## src/csm_pkg.sv

```systemverilog
// Shared types and codes for the CSR sparse matrix-vector core.
package csm_pkg;

    // Input operation codes
    localparam logic [1:0] OP_LOAD  = 2'd0;
    localparam logic [1:0] OP_NZ    = 2'd1;
    localparam logic [1:0] OP_EMPTY = 2'd2;

    // Configuration register indexes
    localparam logic CFG_ROW_COUNT    = 1'b0;
    localparam logic CFG_COLUMN_COUNT = 1'b1;

    localparam int unsigned ROW_COUNT_W  = 17;
    localparam int unsigned COL_COUNT_W  = 11;
    localparam int unsigned CFG_DATA_W   = 17;
    localparam int unsigned INDEX_W      = 10;
    localparam int unsigned ROW_NUM_W    = 16;
    localparam int unsigned ROW_LIMIT    = 131071;

    typedef struct packed {
        logic [1:0]          op;
        logic [9:0]          index;
        logic signed [31:0]  value;
        logic                ends_row;
    } in_item_t;

    typedef struct packed {
        logic [15:0]         row_number;
        logic signed [63:0]  row_sum;
        logic                bad_column;
        logic                saturated;
        logic                last_row;
    } out_item_t;

    // Per-item control carried down the pipe
    typedef struct packed {
        logic add;    // product goes into the accumulator
        logic bad;    // column out of range
        logic close;  // row ends with this item
    } ctrl_t;

endpackage

```

## src/csm_mult.sv

```systemverilog
// Product stage: 32x32 signed multiply into a registered Q32.32 product.
module csm_mult (
    input  logic                clk,
    input  logic                rst_n,
    input  logic                in_valid,
    output logic                in_ready,
    input  csm_pkg::ctrl_t      in_ctrl,
    input  logic signed [31:0]  in_value,
    input  logic signed [31:0]  in_vec,
    output logic                out_valid,
    input  logic                out_ready,
    output csm_pkg::ctrl_t      out_ctrl,
    output logic signed [63:0]  out_product
);

    logic               valid_reg;
    logic               valid_next;
    csm_pkg::ctrl_t     ctrl_reg;
    logic signed [63:0] product_reg;
    logic               take;

    assign in_ready = !valid_reg || out_ready;
    assign take     = in_valid && in_ready;

    // Occupancy
    always_comb
    begin
        valid_next = valid_reg;
        if (take)
        begin
            valid_next = 1'b1;
        end
        else if (out_ready)
        begin
            valid_next = 1'b0;
        end
    end

    always_ff @(posedge clk or negedge rst_n)
    begin
        if (!rst_n)
        begin
            valid_reg <= 1'b0;
        end
        else
        begin
            valid_reg <= valid_next;
        end
    end

    // Payload: exact product, no reset needed
    always_ff @(posedge clk)
    begin
        if (take)
        begin
            ctrl_reg    <= in_ctrl;
            product_reg <= in_value * in_vec;
        end
    end

    assign out_valid   = valid_reg;
    assign out_ctrl    = ctrl_reg;
    assign out_product = product_reg;

endmodule

```

## config.mk

```make
export PLATFORM = sky130hd
export DESIGN_NAME = csm_mult
export DESIGN_NICKNAME = d
export VERILOG_FILES = /design/src/csm_pkg.sv /design/src/csm_mult.sv
export SDC_FILE = /design/constraint.sdc
export NUM_CORES = 2
export LEC_CHECK = 0
export CAP_MARGIN = 20
export CORE_UTILIZATION = 50
export DETAILED_ROUTE_END_ITERATION = 16
export DONT_BUFFER_PORTS = 1
export PLACE_DENSITY = 0.68
export SYNTH_ARGS = -nofsm -noshare
export SYNTH_HDL_FRONTEND = slang
export SYNTH_SLANG_ARGS = --single-unit
```

## constraint.sdc

```tcl
create_clock -name clk -period 2.55 [get_ports clk]
set_input_delay 0.51 -clock clk [delete_from_list [all_inputs] [get_ports clk]]
set_output_delay 0.51 -clock clk [all_outputs]
set_load 0.005 [all_outputs]
```

== Word-level counts from Yosys, hierarchy flattened ==
Cells that the tools add are included.

* Multiplexer cells: 2
* Multiply operators: 1
* Reduce and logical (&&, ||, !) cells: 4

{| class="wikitable"
|+ Operators with widths
! cell !! count
|-
| $mul 32x32->64 || 1
|-
| $mux 1 || 2
|-
| $reduce_bool 2->1 || 1
|-
| $logic_and 1x1->1 || 1
|-
| $logic_not 1->1 || 1
|-
| $logic_or 1x1->1 || 1
|}

* Logic and storage cells: 12
* Flip-flop bits (word level): 68
* Input bits: 71

== Depth between registers and ports, before layout ==
* Depth in word-level cells: 4
* Gate-level depth with buffers: 28
* Mapped depth without buffers: 26

== Least setup slack after synthesis ==
No wires, ideal clock.

* Path type: input-to-reg
* Start: input in_vec[2]
* End: register product_reg[62] (netlist: out_product[62]), data pin
* Setup slack: -5.452 ns
* Setup time: 0.258 ns
* Arrival: 7.744 ns
* Path buffers: 1
* Cell stages on the path: 25
* Data required time: 2.292 ns
* Cells stage by stage: clkbuf_1 > nand2_1 > inv_1 > fa_1 > fa_1 > fa_1 > fa_1 > inv_1 > fa_1 > inv_1 > fa_1 > inv_1 > fa_1 > inv_1 > fa_1 > ha_1 > a21o_1 > a21o_1 > a21o_1 > a31oi_1 > o21ai_0 > a2111oi_4 > nor2_2 > a221o_1 > xor2_1

* Cells in the longest elaborated chain, start to end: 1

{| class="wikitable"
|+ RTL lines
! what !! RTL line !! text
|-
| start: declaration || csm_mult.sv:9 || <nowiki>input logic signed [31:0] in_vec,</nowiki>
|-
| $mul 32x32->64 || csm_mult.sv:57 || <nowiki>product_reg <= in_value * in_vec;</nowiki>
|-
| end signal: assignment || csm_mult.sv:57 ||
|-
| end: declaration || csm_mult.sv:19 || <nowiki>logic signed [63:0] product_reg;</nowiki>
|}

Every way passes these cells.
A chain may end at the register's enable or synchronous reset.

== Worst setup path in the final report ==
* Start: input in_value[31]
* End: register product_reg[62] (netlist: out_product[62]), data pin

* Cells in the longest elaborated chain, start to end: 1

{| class="wikitable"
|+ RTL lines
! what !! RTL line !! text
|-
| start: declaration || csm_mult.sv:8 || <nowiki>input logic signed [31:0] in_value,</nowiki>
|-
| $mul 32x32->64 || csm_mult.sv:57 ||
|}

Every way passes these cells.

==> results.sh <==
export IMPL_status="finished, violations left"
export IMPL_violations="setup timing"
export IMPL_slew_headroom_pct=63.23
export IMPL_start_util_pct=50.82
export IMPL_synth_cells=3923
export IMPL_grt_overflow_total=0
export IMPL_worstHoldPathType="primary input to register"
export IMPL_cp_start_kind="primary input"
export IMPL_worstPathCellList="and2_4 > fa_2 > fa_1 > fa_2 > buf_12 > fa_2 > clkinvlp_4 > buf_6 > buf_4 > fa_1 > inv_1 > fa_1 > inv_1 > fa_1 > inv_1 > fa_1 > ha_1 > nand4_1 > nor2_1 > a2111oi_4 > nor2_2 > a221o_1 > xor2_1"
export IMPL_routed_wl_microns=103700
export IMPL_port_buffers=0
export IMPL_area_delta_synth_final_pct=13.94
export IMPL_drv_slew=0
export IMPL_die_area_sq_um=77290
export IMPL_gp_congestion=0.9108
export IMPL_die_h_microns=278.0
export IMPL_cts_num_sinks=68
export IMPL_synth_edf_count=67
export IMPL_crit_buf_inv=7
export IMPL_antenna_found_initial=0
export IMPL_cp_max_fo=32
export IMPL_clk_pin_slew_ps=70
export IMPL_crit_path_end_kind="register"
export IMPL_ys_types=61
export IMPL_synthArstFlopShare_pct=1.471
export IMPL_yosys_most_used_dff="edfxtp_1"
export IMPL_drive_gt1_share_pct=16.37
export IMPL_synth_top_cell_by_area="fa_1"
export IMPL_routedWlPerCell_microns=20.63
export IMPL_synth_seq_cells=68
export IMPL_cts_htree_levels=3
export IMPL_numCtsBuffers=9
export IMPL_setup_viol=60
export IMPL_netlist_top_cells_count="fa_1, inv_1, nand2_1, and2_1, clkbuf_1"
export IMPL_hpwl_microns=82170
export IMPL_worstPathRequired_ps=2680
export IMPL_path_common_cell="fa_1"
export IMPL_drt_initial_drc_count=1348
export IMPL_crit_type="primary input to register"
export IMPL_postPlaceCellArea_sq_um=41410
export IMPL_dr_pass1_iters=5
export IMPL_core_sq_um=74950
export IMPL_rsz0062_at_grt="true"
export IMPL_post_synth_top_area_fraction_pct=56.87
export IMPL_synth_area_leaders="fa_1, inv_1, and2_1, ha_1, edfxtp_1"
export IMPL_critPathTopFamily="adder cells"
export IMPL_worstSkewPairLatency_ps=380
export IMPL_vias=26860
export IMPL_tritoncts="yes"
export IMPL_drv_cap=0
export IMPL_synth_fp_nets=5260
export IMPL_nFillCells=6310
export IMPL_track_usage_pct=28.72
export IMPL_clock_path_buffers=2
export IMPL_max_slew_worst_pin_slew_ps=548.2
export IMPL_grt_pass1_wl_microns=170300
export IMPL_stdcell_area_sq_um=43400
export IMPL_max_freq_mhz=141.0
export IMPL_grt_pass1_vias=30600
export IMPL_root_buffer="clkbuf_16"
export IMPL_drtAntennaViolNets=0
export IMPL_avgSynthCellArea_sq_um=9.709
export IMPL_worst_path_max_delay_cell="fa_2"
export IMPL_yosys_warnings=0
export IMPL_cpPeakStageDelay_ps=600
export IMPL_worstPathArrival_ps=7230
export IMPL_fin_crit_sh_pct=278.1
export IMPL_io_pins=140
export IMPL_synth_most_common_cell="fa_1"
export IMPL_setup_ws_ps=-4540
export IMPL_fin_util_pct=57.91
export IMPL_vias_per_cell=5.343
export IMPL_grt_max_degree=38
export IMPL_hold_viol=0
export IMPL_skew_ps=12.42
export IMPL_fp_row_count=100
export IMPL_layout_nets=5390
export IMPL_syn_area_sq_um=38090
export IMPL_post_route_min_period_ps=7090
export IMPL_route_detailed_drc=0
export IMPL_die_w_microns=278.0
export IMPL_ys_seq_area_share_pct=5.348
flip-flops by register name (all words and copies together) (netlist names):
signal / flops
out_product: 64
out_ctrl: 3
out_valid: 1
cell usage in the layout, fill, tap and decap left out, types with 24 or more instances in the layout:
master	synthesis	layout
a21o_1	27	26
a21oi_1	59	25
a21oi_2	0	24
and2_1	514	495
buf_4	0	269
buf_6	0	53
edfxtp_1	67	67
fa_1	1082	1034
fa_2	0	48
ha_1	184	133
ha_4	0	49
inv_1	955	918
inv_2	0	35
nand2_1	523	499
nor2_1	60	49
xnor2_1	48	36
layout make-up:
class                      instances  area (sq um)  share of cell area [%]
antenna                            1         2.502                0.005766
clock buffer                       9         225.2                  0.5189
clock inverter                     6         56.30                  0.1297
inverter                         955          3592                   8.277
multi-input combinational       2690         33530                   77.25
sequential                        68          2037                   4.693
tap                              969          1212                   2.793
timing repair buffer             329          2746                   6.328
worst paths after layout:
check / cells after the start / endpoint / slack, ps / start
worst max-delay path: 23 / out_product[62] / -4540 / in_value[31]
worst min-delay path: 0 / out_ctrl[1] / 240 / in_ctrl[1]
worst max register to register: 3 / out_product[46] / 1120 / out_valid
worst min register to register: 2 / out_valid / 590 / out_valid
max in group asynchronous: 1 / out_valid / 2100 / rst_n
min in group asynchronous: 1 / out_valid / 350 / rst_n
through the flow:
step	hold WS (ps)	std cells	setup slack (ps)	TNS, ps
2_1_floorplan	214.4	3923	-5119	-220150
3_3_place_gp	214.4	4962	-5206	-244590
3_5_place_dp	214.4	4962	-5278	-245400
4_1_cts	218.7	5011	-4568	-213710
5_1_grt	222.2	5026	-4715	-226090
6_report	237.7	5027	-4540	-217520
repair_timing:
action                                 in CTS  in global routing
pin swaps                                 122                 90
buffers inserted                           37                 20
gates resized for setup                   191                 98
endpoints found under the hold margin       1                  0
setup endpoints to repair                  59                 60
hold buffers                                1                  0
metal layers:
metal | track usage (%) | vias up | wire (microns)
met1 | 37.24 | 14290 | 40500
met2 | 48.61 | 908 | 52180
li1 | - | 11470 | -
met5 | 0 | - | 0
met4 | 10.40 | 0 | 4152
met3 | 4.852 | 196 | 6881
cells by family (layout without fill, tap and decap cells):
logic type	after synthesis	in the layout	synth area share [%]
buffers and inverters	1165	1299	11.49
AOI/OAI and AO/OA	195	195	3.456
adders and majority gates	1266	1266	62.91
other	0	1	0
and+or+nand+nor	1159	1159	15.18
DFF	68	68	5.348
xor gates and xnor gates	70	70	1.610
Power is left out: the tool's default activity adds up to more than one toggle a clock period on the data nets, which glitch-free logic cannot reach.
