`config.mk`:
```
export PLATFORM = sky130hd
export DESIGN_NAME = csm_accum
export DESIGN_NICKNAME = d
export VERILOG_FILES = /design/src/csm_pkg.sv /design/src/csm_accum.sv
export SDC_FILE = /design/constraint.sdc
export NUM_CORES = 1
export LEC_CHECK = 0
export CORE_ASPECT_RATIO = 2
export CORE_MARGIN = 3
export CORE_UTILIZATION = 40
export DETAILED_ROUTE_END_ITERATION = 6
export DONT_BUFFER_PORTS = 1
export HOLD_SLACK_MARGIN = 0.03
export PLACE_DENSITY = 0.64
export SKIP_CTS_REPAIR_TIMING = 1
export SLEW_MARGIN = 20
export SYNTH_ARGS = -nofsm -noshare
export SYNTH_HDL_FRONTEND = slang
export SYNTH_SLANG_ARGS = --single-unit
```
`constraint.sdc`:
```
create_clock -name clk -period 5.1 [get_ports clk]
set_input_delay 1.02 -clock clk [delete_from_list [all_inputs] [get_ports clk]]
set_output_delay 1.02 -clock clk [all_outputs]
set_load 0.01 [all_outputs]
```
`src/csm_pkg.sv`:
```
// Shared types and codes for the CSR sparse matrix-vector core.
package csm_pkg;

    // Input operation codes
    localparam logic [1:0] OP_LOAD  = 2'd0;
    localparam logic [1:0] OP_NZ    = 2'd1;
    localparam logic [1:0] OP_EMPTY = 2'd2;

    // Configuration register indexes
    localparam logic CFG_ROW_COUNT    = 1'b0;
    localparam logic CFG_COLUMN_COUNT = 1'b1;

    localparam int unsigned ROW_COUNT_W  = 17;
    localparam int unsigned COL_COUNT_W  = 11;
    localparam int unsigned CFG_DATA_W   = 17;
    localparam int unsigned INDEX_W      = 10;
    localparam int unsigned ROW_NUM_W    = 16;
    localparam int unsigned ROW_LIMIT    = 131071;

    typedef struct packed {
        logic [1:0]          op;
        logic [9:0]          index;
        logic signed [31:0]  value;
        logic                ends_row;
    } in_item_t;

    typedef struct packed {
        logic [15:0]         row_number;
        logic signed [63:0]  row_sum;
        logic                bad_column;
        logic                saturated;
        logic                last_row;
    } out_item_t;

    // Per-item control carried down the pipe
    typedef struct packed {
        logic add;    // product goes into the accumulator
        logic bad;    // column out of range
        logic close;  // row ends with this item
    } ctrl_t;

endpackage

```
`src/csm_accum.sv`:
```
// Row accumulator with saturation, row tracking and the result register.
module csm_accum (
    input  logic                clk,
    input  logic                rst_n,
    input  logic [16:0]         rows_lim,
    input  logic                in_valid,
    output logic                in_ready,
    input  csm_pkg::ctrl_t      in_ctrl,
    input  logic signed [63:0]  in_product,
    output logic                out_valid,
    input  logic                out_ready,
    output csm_pkg::out_item_t  out_data
);

    logic signed [63:0]  acc_reg;
    logic signed [63:0]  acc_next;
    logic                bad_reg;
    logic                bad_next;
    logic                sat_reg;
    logic                sat_next;
    logic [15:0]         row_reg;
    logic [15:0]         row_next;
    logic                out_valid_reg;
    logic                out_valid_next;
    csm_pkg::out_item_t  out_data_reg;

    logic                out_free;
    logic                take;
    logic [64:0]         sum;
    logic                ovf;
    logic signed [63:0]  acc_upd;
    logic                sat_upd;
    logic                bad_upd;
    logic                last;

    assign out_free = !out_valid_reg || out_ready;
    assign in_ready = !in_ctrl.close || out_free;
    assign take     = in_valid && in_ready;

    // Saturating add of the product
    always_comb
    begin
        sum = {acc_reg[63], acc_reg} + {in_product[63], in_product};
        ovf = sum[64] != sum[63];
        if (!in_ctrl.add)
        begin
            acc_upd = acc_reg;
        end
        else if (ovf)
        begin
            acc_upd = sum[64] ? {1'b1, 63'd0} : {1'b0, {63{1'b1}}};
        end
        else
        begin
            acc_upd = sum[63:0];
        end
        sat_upd = sat_reg || (in_ctrl.add && ovf);
        bad_upd = bad_reg || in_ctrl.bad;
        last    = ({1'b0, row_reg} + 17'd1) >= rows_lim;
    end

    // Row state and result register
    always_comb
    begin
        acc_next       = acc_reg;
        bad_next       = bad_reg;
        sat_next       = sat_reg;
        row_next       = row_reg;
        out_valid_next = out_valid_reg && !out_ready;
        if (take)
        begin
            if (in_ctrl.close)
            begin
                acc_next       = '0;
                bad_next       = 1'b0;
                sat_next       = 1'b0;
                row_next       = last ? '0 : row_reg + 16'd1;
                out_valid_next = 1'b1;
            end
            else
            begin
                acc_next = acc_upd;
                bad_next = bad_upd;
                sat_next = sat_upd;
            end
        end
    end

    always_ff @(posedge clk or negedge rst_n)
    begin
        if (!rst_n)
        begin
            acc_reg       <= '0;
            bad_reg       <= 1'b0;
            sat_reg       <= 1'b0;
            row_reg       <= '0;
            out_valid_reg <= 1'b0;
        end
        else
        begin
            acc_reg       <= acc_next;
            bad_reg       <= bad_next;
            sat_reg       <= sat_next;
            row_reg       <= row_next;
            out_valid_reg <= out_valid_next;
        end
    end

    always_ff @(posedge clk)
    begin
        if (take && in_ctrl.close)
        begin
            out_data_reg.row_number <= row_reg;
            out_data_reg.row_sum    <= acc_upd;
            out_data_reg.bad_column <= bad_upd;
            out_data_reg.saturated  <= sat_upd;
            out_data_reg.last_row   <= last;
        end
    end

    assign out_valid = out_valid_reg;
    assign out_data  = out_data_reg;

endmodule
```
**Word-level counts from Yosys, hierarchy flattened**

Cells that the tools add are included.

- Input bits: 88
- Bits in registers: 166
- Logic and storage cells: 36
- Output and inout bits: 85

- Eq/ne operators: 1
- $lt $le $gt $ge: 1
- Mux-type cells: 9
- Add/sub/neg operators: 3
- Reductions and logical operators: 12

Operators with widths:

| kind | number |
|---|---|
| $mux W64 | 4 |
| $add A64 B64 Y65 | 1 |
| $add A16 B1 Y17 const B | 1 |
| $ge A17 B17 Y1 | 1 |
| $add A16 B1 Y16 const B | 1 |
| $mux W16 | 1 |
| $logic_and A1 B1 Y1 | 4 |
| $logic_or A1 B1 Y1 | 4 |
| $mux W1 | 4 |
| $logic_not A1 Y1 | 3 |
| $reduce_and A2 Y1 | 1 |
| $ne A1 B1 Y1 | 1 |

**Longest topological paths before layout**

Gate-level depths: netlist of run 1.

- Depth in word-level cells: 5
- Gate-level depth with buffers: 15
- Depth with buffers taken out: 15

**Worst setup path after synthesis of run 1**

OpenSTA, ideal clock, no wires.

- Path kind: input -> register
- From: in out_ready
- To: reg out_data_reg, in the netlist out_data[0] (enable)
- Data required time: 4.620 ns
- Path slack: 0.587 ns
- Buffers on the path: 1
- Arrival time: 4.033 ns
- Cell stages on the path: 5
- Cells stage by stage: nand3b_1 and2_1 nand2_1 inv_1 clkbuf_1

- Cells in the longest elaborated chain, start to end: 4

RTL lines:

| what | RTL line | RTL |
|---|---|---|
| start, declared | csm_accum.sv:11 | `input logic out_ready,` |
| $logic_or A1 B1 Y1 | csm_accum.sv:36 | `assign out_free = !out_valid_reg \|\| out_ready;` |
| $logic_or A1 B1 Y1 | csm_accum.sv:37 | `assign in_ready = !in_ctrl.close \|\| out_free;` |
| $logic_and A1 B1 Y1 | csm_accum.sv:38 | `assign take = in_valid && in_ready;` |
| $logic_and A1 B1 Y1 | csm_accum.sv:111 | `if (take && in_ctrl.close)` |
| end, declared | csm_accum.sv:25 | `csm_pkg::out_item_t out_data_reg;` |

No other way between the ends.
A chain may end at the register's enable or synchronous reset.

**Worst setup path after layout of run 1**

- From: reg row_reg[1]
- To: reg row_reg[0]

- Cells in the longest elaborated chain, start to end: 3

RTL lines:

| what | RTL line | RTL |
|---|---|---|
| start, declared | csm_accum.sv:21 | `logic [15:0] row_reg;` |
| start signal, assigned | csm_accum.sv:104 | `row_reg <= row_next;` |
| $add A16 B1 Y17 | csm_accum.sv:59 | `last = ({1'b0, row_reg} + 17'd1) >= rows_lim;` |
| $ge A17 B17 Y1 | csm_accum.sv:59 |  |
| $mux W16 | csm_accum.sv:77 | `row_next = last ? '0 : row_reg + 16'd1;` |

No other way between the ends.

==> qor.csv, run 1 <==
metric,value,unit
nets,1393,
drive_gt1_share,6.80,%
finalCriticalPeriod,3.95,ns
gp_congestion,0.960,
worstPathArrival,4.34,ns
clockRootBuffer,clkbuf_16,
tns,0,ns
status,"finished, final reports clean",
drt-initial-drc-count,716,
overflow,0,
htree_levels,4,
critical_path.top_delay_family,simple AND/OR/NAND/NOR gates,
rsz0062_at_grt,false,
yosysWarnings,0,
path_buf_inv,0,
crit_cells,13,
viasPerCell,6.05,
io_pins,173,
critPathSlowestCell,nor2_1,
p_per_area,574,mW/mm^2
fp.coreArea,0.0278,mm^2
grt_usage,23.2,%
worstRegToRegCells,13,
slew_headroom,49.9,%
intPower,3.78,mW
hold_violations,0,
detailed_place.area,0.0116,mm^2
fin_area,0.0122,mm^2
grt_pass1_vias,9827,
grt_max_degree,84,
startpoint_type,register,
antenna_found_initial,4,
cts.clk_slew.worst_paths,0.07,ns
syn_nets,1420,
drcViolationCount,0,
end_kind,register,
crit_fanout,10,
vias,9623,
r2r-end,row_reg[0],
cpMostUsedCell,nor2_1,
cts_tree,built,
vdd_drop_max,0.000362,V
hpwlAfterDp,27.3,mm
synth_area_leaders,"edfxtp_1 (22%), dfrtp_1 (18%), ha_1 (9.1%)",
finalSetupViolations,0,
die_x,125,um
regToRegSetupSlack,1.15,ns
syn_area_per_cell,9.06,um^2
synth_edf_count,83,
wl_per_cell,22.5,um
syn-instance-count,1249,
die_y,244,um
post_synth_instance_area,0.0113,mm^2
placementRows,86,
timing.final.crit_share,77.4,%
area_growth,7.49,%
postLayoutCoreUtil,43.8,%
fmax,253,MHz
crit_chain,ha_1 -> nand3_1 -> nor2_1 -> nand3_1 -> nor2_1 -> nand2_1 -> xnor2_1 -> ha_1 -> a2111oi_0 -> o211ai_1 -> o22a_1 -> nor2_1 -> mux2_2,
initial_core_util,40.8,%
clock_sinks,166,
largest_reg_flops,83,
r2r-start,row_reg[1],
clock_path_buffers,2,
power_switching,3.20,mW
dieArea,0.0305,mm^2
critPathMaxStageDelay,0.50,ns
netSwitchingFraction,45.9,%
postRouteAntennaNets,0,
ys_seq_area_share,40.4,%
cts_buffers,17,
portBuffers,0,
pwr-share-clk,17.5,%
synthArstFlopShare,50.0,%
grt_pass1_wl,55.1,mm
drt_first_pass_iters,6,
p_leak,5.01,nW
comb_power_share,51.5,%
synth_top_area_share,22.0,%
p_seq_share,31.0,%
clk_latency,0.46,ns
drt_wl_total,35.8,mm
maxCapViolations,0,
ys_seq_elements,166,
worst_slew_pin_slew,0.751,ns
finalMaxSlewViolations,0,
synth-main-ff-cell,edfxtp_1,
fin_skew,0.0130,ns
min_path_type,primary input to async pin,
worstPathRequired,5.49,ns
ys_types,74,
yosysTopAreaCell,edfxtp_1,
critPathKind,register to register,
-- synth_stat cells (7+ instances only) --
cell,n
nand2_1,154
o211ai_1,10
nor2_1,120
nand3_1,24
a21o_1,23
nor2b_1,10
nor3_1,19
clkbuf_1,37
edfxtp_1,83
ha_1,82
xor2_1,29
buf_2,22
xnor2_1,43
a21oi_2,10
o21ai_1,33
a21oi_1,109
o2bb2ai_1,52
nand4_1,23
and3_1,9
o21bai_1,11
o21a_1,15
inv_1,39
dfrtp_1,83
o21ai_0,96
o31ai_1,7
-- worst reg2reg max path: cells and delay by family (launching register included) --
kind                     cells  cell delay, ns
AO/OA/AOI/OAI                3            0.91
XOR/XNOR                     1            0.20
adder cells (fa/ha/maj)      2            0.54
flip-flops                   1            0.46
multiplexers                 1            0.25
AND/OR/NAND/NOR              6            1.53
-- stage by stage --
step / total power, mW / std cells / hold slack [ns] / setup slack, ns
after floorplan: 4.77 / 1249 / 0.423 / 0.587
after global placement: 5.67 / 1555 / 0.493 / 0.830
after detailed placement: 5.72 / 1555 / 0.504 / 0.779
after CTS: 6.96 / 1587 / 0.239 / 1.15
after global routing: 7.45 / 1588 / 0.232 / 0.780
final: 6.98 / 1590 / 0.250 / 1.15
-- routing by layer --
layer | vias up | share of wire (%) | track usage [%]
met5 | - | 0.075 | 0
met4 | 4 | 5.5 | 12.8
met2 | 338 | 56 | 45.5
li1 | 4518 | - | -
met3 | 105 | 5.1 | 5.66
met1 | 4658 | 33 | 21.3
-- power groups by stage --
stage | clock (mW) | combinational [mW] | sequential [mW]
floorplan | 0 | 2.68 | 2.09
global placement | 0 | 3.48 | 2.18
detailed placement | 0 | 3.53 | 2.19
CTS | 1.23 | 3.55 | 2.17
global route | 1.29 | 3.96 | 2.20
finish | 1.22 | 3.60 | 2.16
-- cell type report --
| cell class | count | area, um^2 |
|---|---|---|
| Sequential cell | 166 | 4570 |
| Inverter | 39 | 149 |
| Antenna cell | 3 | 7.51 |
| Fill cell | 2747 | 15600 |
| Clock inverter | 13 | 98.8 |
| Clock buffer | 19 | 433 |
| Tap cell | 352 | 440 |
| Multi-Input combinational cell | 981 | 6320 |
| Timing Repair Buffer | 17 | 140 |
-- worst max path at each step --
stage / endpoint / from / slack, ns
6_report: row_reg[0] / row_reg[1] / 1.15
5_1_grt: row_reg[0] / row_reg[0] / 0.78
4_1_cts: row_reg[0] / row_reg[0] / 1.15
3_5_place_dp: out_data[38] / in_product[0] / 0.78
3_3_place_gp: out_data[51] / in_product[0] / 0.83
2_1_floorplan: out_data[0] / out_ready / 0.59
-- logic make-up (layout without fill, tap and decap cells) --
family,after synthesis,after routing,synth area share (%)
AOI/OAI and AO/OA,432,432,25.2
DFF,166,166,40.4
and+or+nand+nor,391,391,15.4
buffers and inverters,102,88,3.83
xor gates and xnor gates,72,72,5.57
muxes,3,3,0.299
adders and majority gates,83,83,9.25
other,0,3,0
-- cell usage in the layout (no fill, tap or decap), drive strengths merged, types with 6 or more instances in the layout --
cell,Yosys,routed
o2bb2ai,52,52
edfxtp,83,83
inv,39,42
nor3,21,21
o211ai,11,11
xor2,29,29
and3,9,9
o21ai,132,132
nor2,121,121
a21oi,120,120
o31a,6,6
nand2,154,154
nand2b,6,6
o21bai,11,11
a21o,23,23
nand4,24,24
a22o,6,6
o21a,15,15
nand3,24,24
dfrtp,83,83
clkbuf,37,19
buf,26,17
a211oi,10,10
o31ai,7,7
ha,82,82
nor2b,10,10
xnor2,43,43
Note: power is estimated with default switching activity, not from simulation.
==> run 2: changes to the inputs <==
- PLACE_DENSITY: 0.64 -> 0.66
- clock period: 5.1 -> 3.25 ns (I/O delays scaled with it)
==> qor.csv, run 2 (same netlist as run 1, synthesis figures left out) <==
metric,value,unit,change
drcViolationCount,0,,unchanged
cts_tree,built,,
fp.coreArea,0.0278,mm^2,unchanged
antenna_found_initial,1,,-3
drt-initial-drc-count,608,,-15%
clockRootBuffer,clkbuf_16,,
htree_levels,4,,unchanged
violations,negative setup slack,,
fill_cells,2483,,-9.6%
r2r-start,acc_reg[57],,
cp-startpoint,acc_reg[57],,
drive_gt1_share,31.7,%,+25 points
cts_buffers,17,,unchanged
rsz0062_at_grt,true,,
nets,1708,,+23%
fmax,299,MHz,+18%
worstPathArrival,3.70,ns,-0.64 ns
wl_per_cell,21.1,um,-6.4%
critPathKind,register to register,,
vias,10900,,+13%
clk_latency,0.46,ns,about the same
initial_core_util,40.8,%,unchanged
grt_pass1_wl,57.9,mm,+5.1%
grt_max_degree,84,,unchanged
p_leak,6.77,nW,+35%
largest_reg_flops,83,,unchanged
layout_commonest_cell,buf_4,,
fin_skew,0.0142,ns,+0.00119 ns
clock_path_buffers,2,,unchanged
grt_pass1_vias,11100,,+12%
p_per_area,913,mW/mm^2,+59%
timing.final.crit_share,103,%,+26 points
crit_fanout,10,,unchanged
viasPerCell,5.73,,-5.4%
postLayoutCoreUtil,55.5,%,+12 points
io_pins,173,,unchanged
layout_common_cells,"buf_4 (302), nand2_1 (153), a21oi_1 (99)",,
maxCapViolations,0,,unchanged
min_path_type,primary input to async pin,,
end_kind,register,,
hpwlAfterDp,28.9,mm,+5.7%
area_growth,36.2,%,
setup_ws,-0.0976,ns,-1.25 ns
gp_congestion,0.948,,-1.3%
startpoint_type,register,,
placementRows,86,,unchanged
slew_headroom,35.2,%,-15 points
postRouteAntennaNets,0,,unchanged
overflow,0,,unchanged
ff_latch_area,0.00457,mm^2,unchanged
vdd_drop_max,0.000470,V,+30%
cts.clk_slew.worst_paths,0.07,ns,about the same
finalCriticalPeriod,3.35,ns,-0.600 ns
drt_wl_total,40.1,mm,+12%
die_x,125,um,unchanged
status,finished with violations,,
hold_violations,0,,unchanged
finalSetupViolations,92,,+92
grt_usage,24.0,%,+0.81 points
worst_slew_pin_slew,0.968,ns,+0.217 ns
multiInputGateArea,0.00689,mm^2,+8.9%
portBuffers,0,,unchanged
worstPathRequired,3.60,ns,-1.89 ns
clock_sinks,166,,unchanged
dieArea,0.0305,mm^2,unchanged
drt_first_pass_iters,5,,-1
die_y,244,um,unchanged
fin_hold_ws,0.0972,ns,-0.152 ns
finalMaxSlewViolations,0,,unchanged
run 2: final cells by class:
type | count | area share, %
flip-flops and latches | 166 | 29.7
multi-input cells | 982 | 44.7
clock inverters | 13 | 0.666
diodes | 2 | 0.0325
repair buffers | 331 | 18.3
clock buffers | 18 | 2.79
well taps | 352 | 2.86
inverters | 39 | 0.966
run 2: critical path, cell delays in order, from the launching register on:
cell,delay [ns]
dfrtp_1,0.41
ha_1,0.39
a21oi_1,0.09
o21ai_0,0.47
nand2b_1,0.18
o311a_1,0.15
o31a_1,0.20
nor3_4,0.07
and2_4,0.16
buf_6,0.13
buf_6,0.11
a211o_4,0.37
buf_4,0.16
buf_12,0.13
o21ai_0,0.20
run 2: per-stage QoR:
step           setup slack [ns]  total power, mW  TNS [ns]  cells  instance area, um^2
3_5_place_dp             -0.416             10.9    -41.17   1842                13900
3_3_place_gp             -0.367             10.7    -32.87   1842                13900
2_1_floorplan            -0.206             7.58    -12.25   1249                11400
6_report                -0.0976             14.1     -3.99   1903                15400
4_1_cts                  -0.235             12.8    -18.42   1873                14400
5_1_grt                  -0.250             15.0    -23.86   1902                15400
run 2: power breakdown:
part / internal (mW) / switching [mW]
Combinational: 4.20 / 4.62
Clock: 0.979 / 0.905
Sequential: 2.89 / 0.472
run 2: per-layer routing:
layer | up-vias | GRT usage [%] | share of wire, %
met5 | - | 0 | 0
met4 | 0 | 12.5 | 6.4
met3 | 133 | 4.70 | 4.1
met2 | 321 | 47.0 | 56
met1 | 5285 | 23.1 | 34
li1 | 5162 | - | -
run 2: worst paths after layout:
| path | endpoint | slack (ns) | depth (start not counted) |
|---|---|---|---|
| max in group asynchronous | acc_reg[31] | 2.73 | 1 |
| min in group clk | out_valid | 0.29 | 1 |
| worst max register to register | acc_reg[54] | -0.1 | 14 |
| worst max-delay path | acc_reg[54] | -0.1 | 14 |
| worst min-delay path | row_reg[4] | 0.1 | 1 |
| worst min register to register | out_data[79] | 0.52 | 0 |
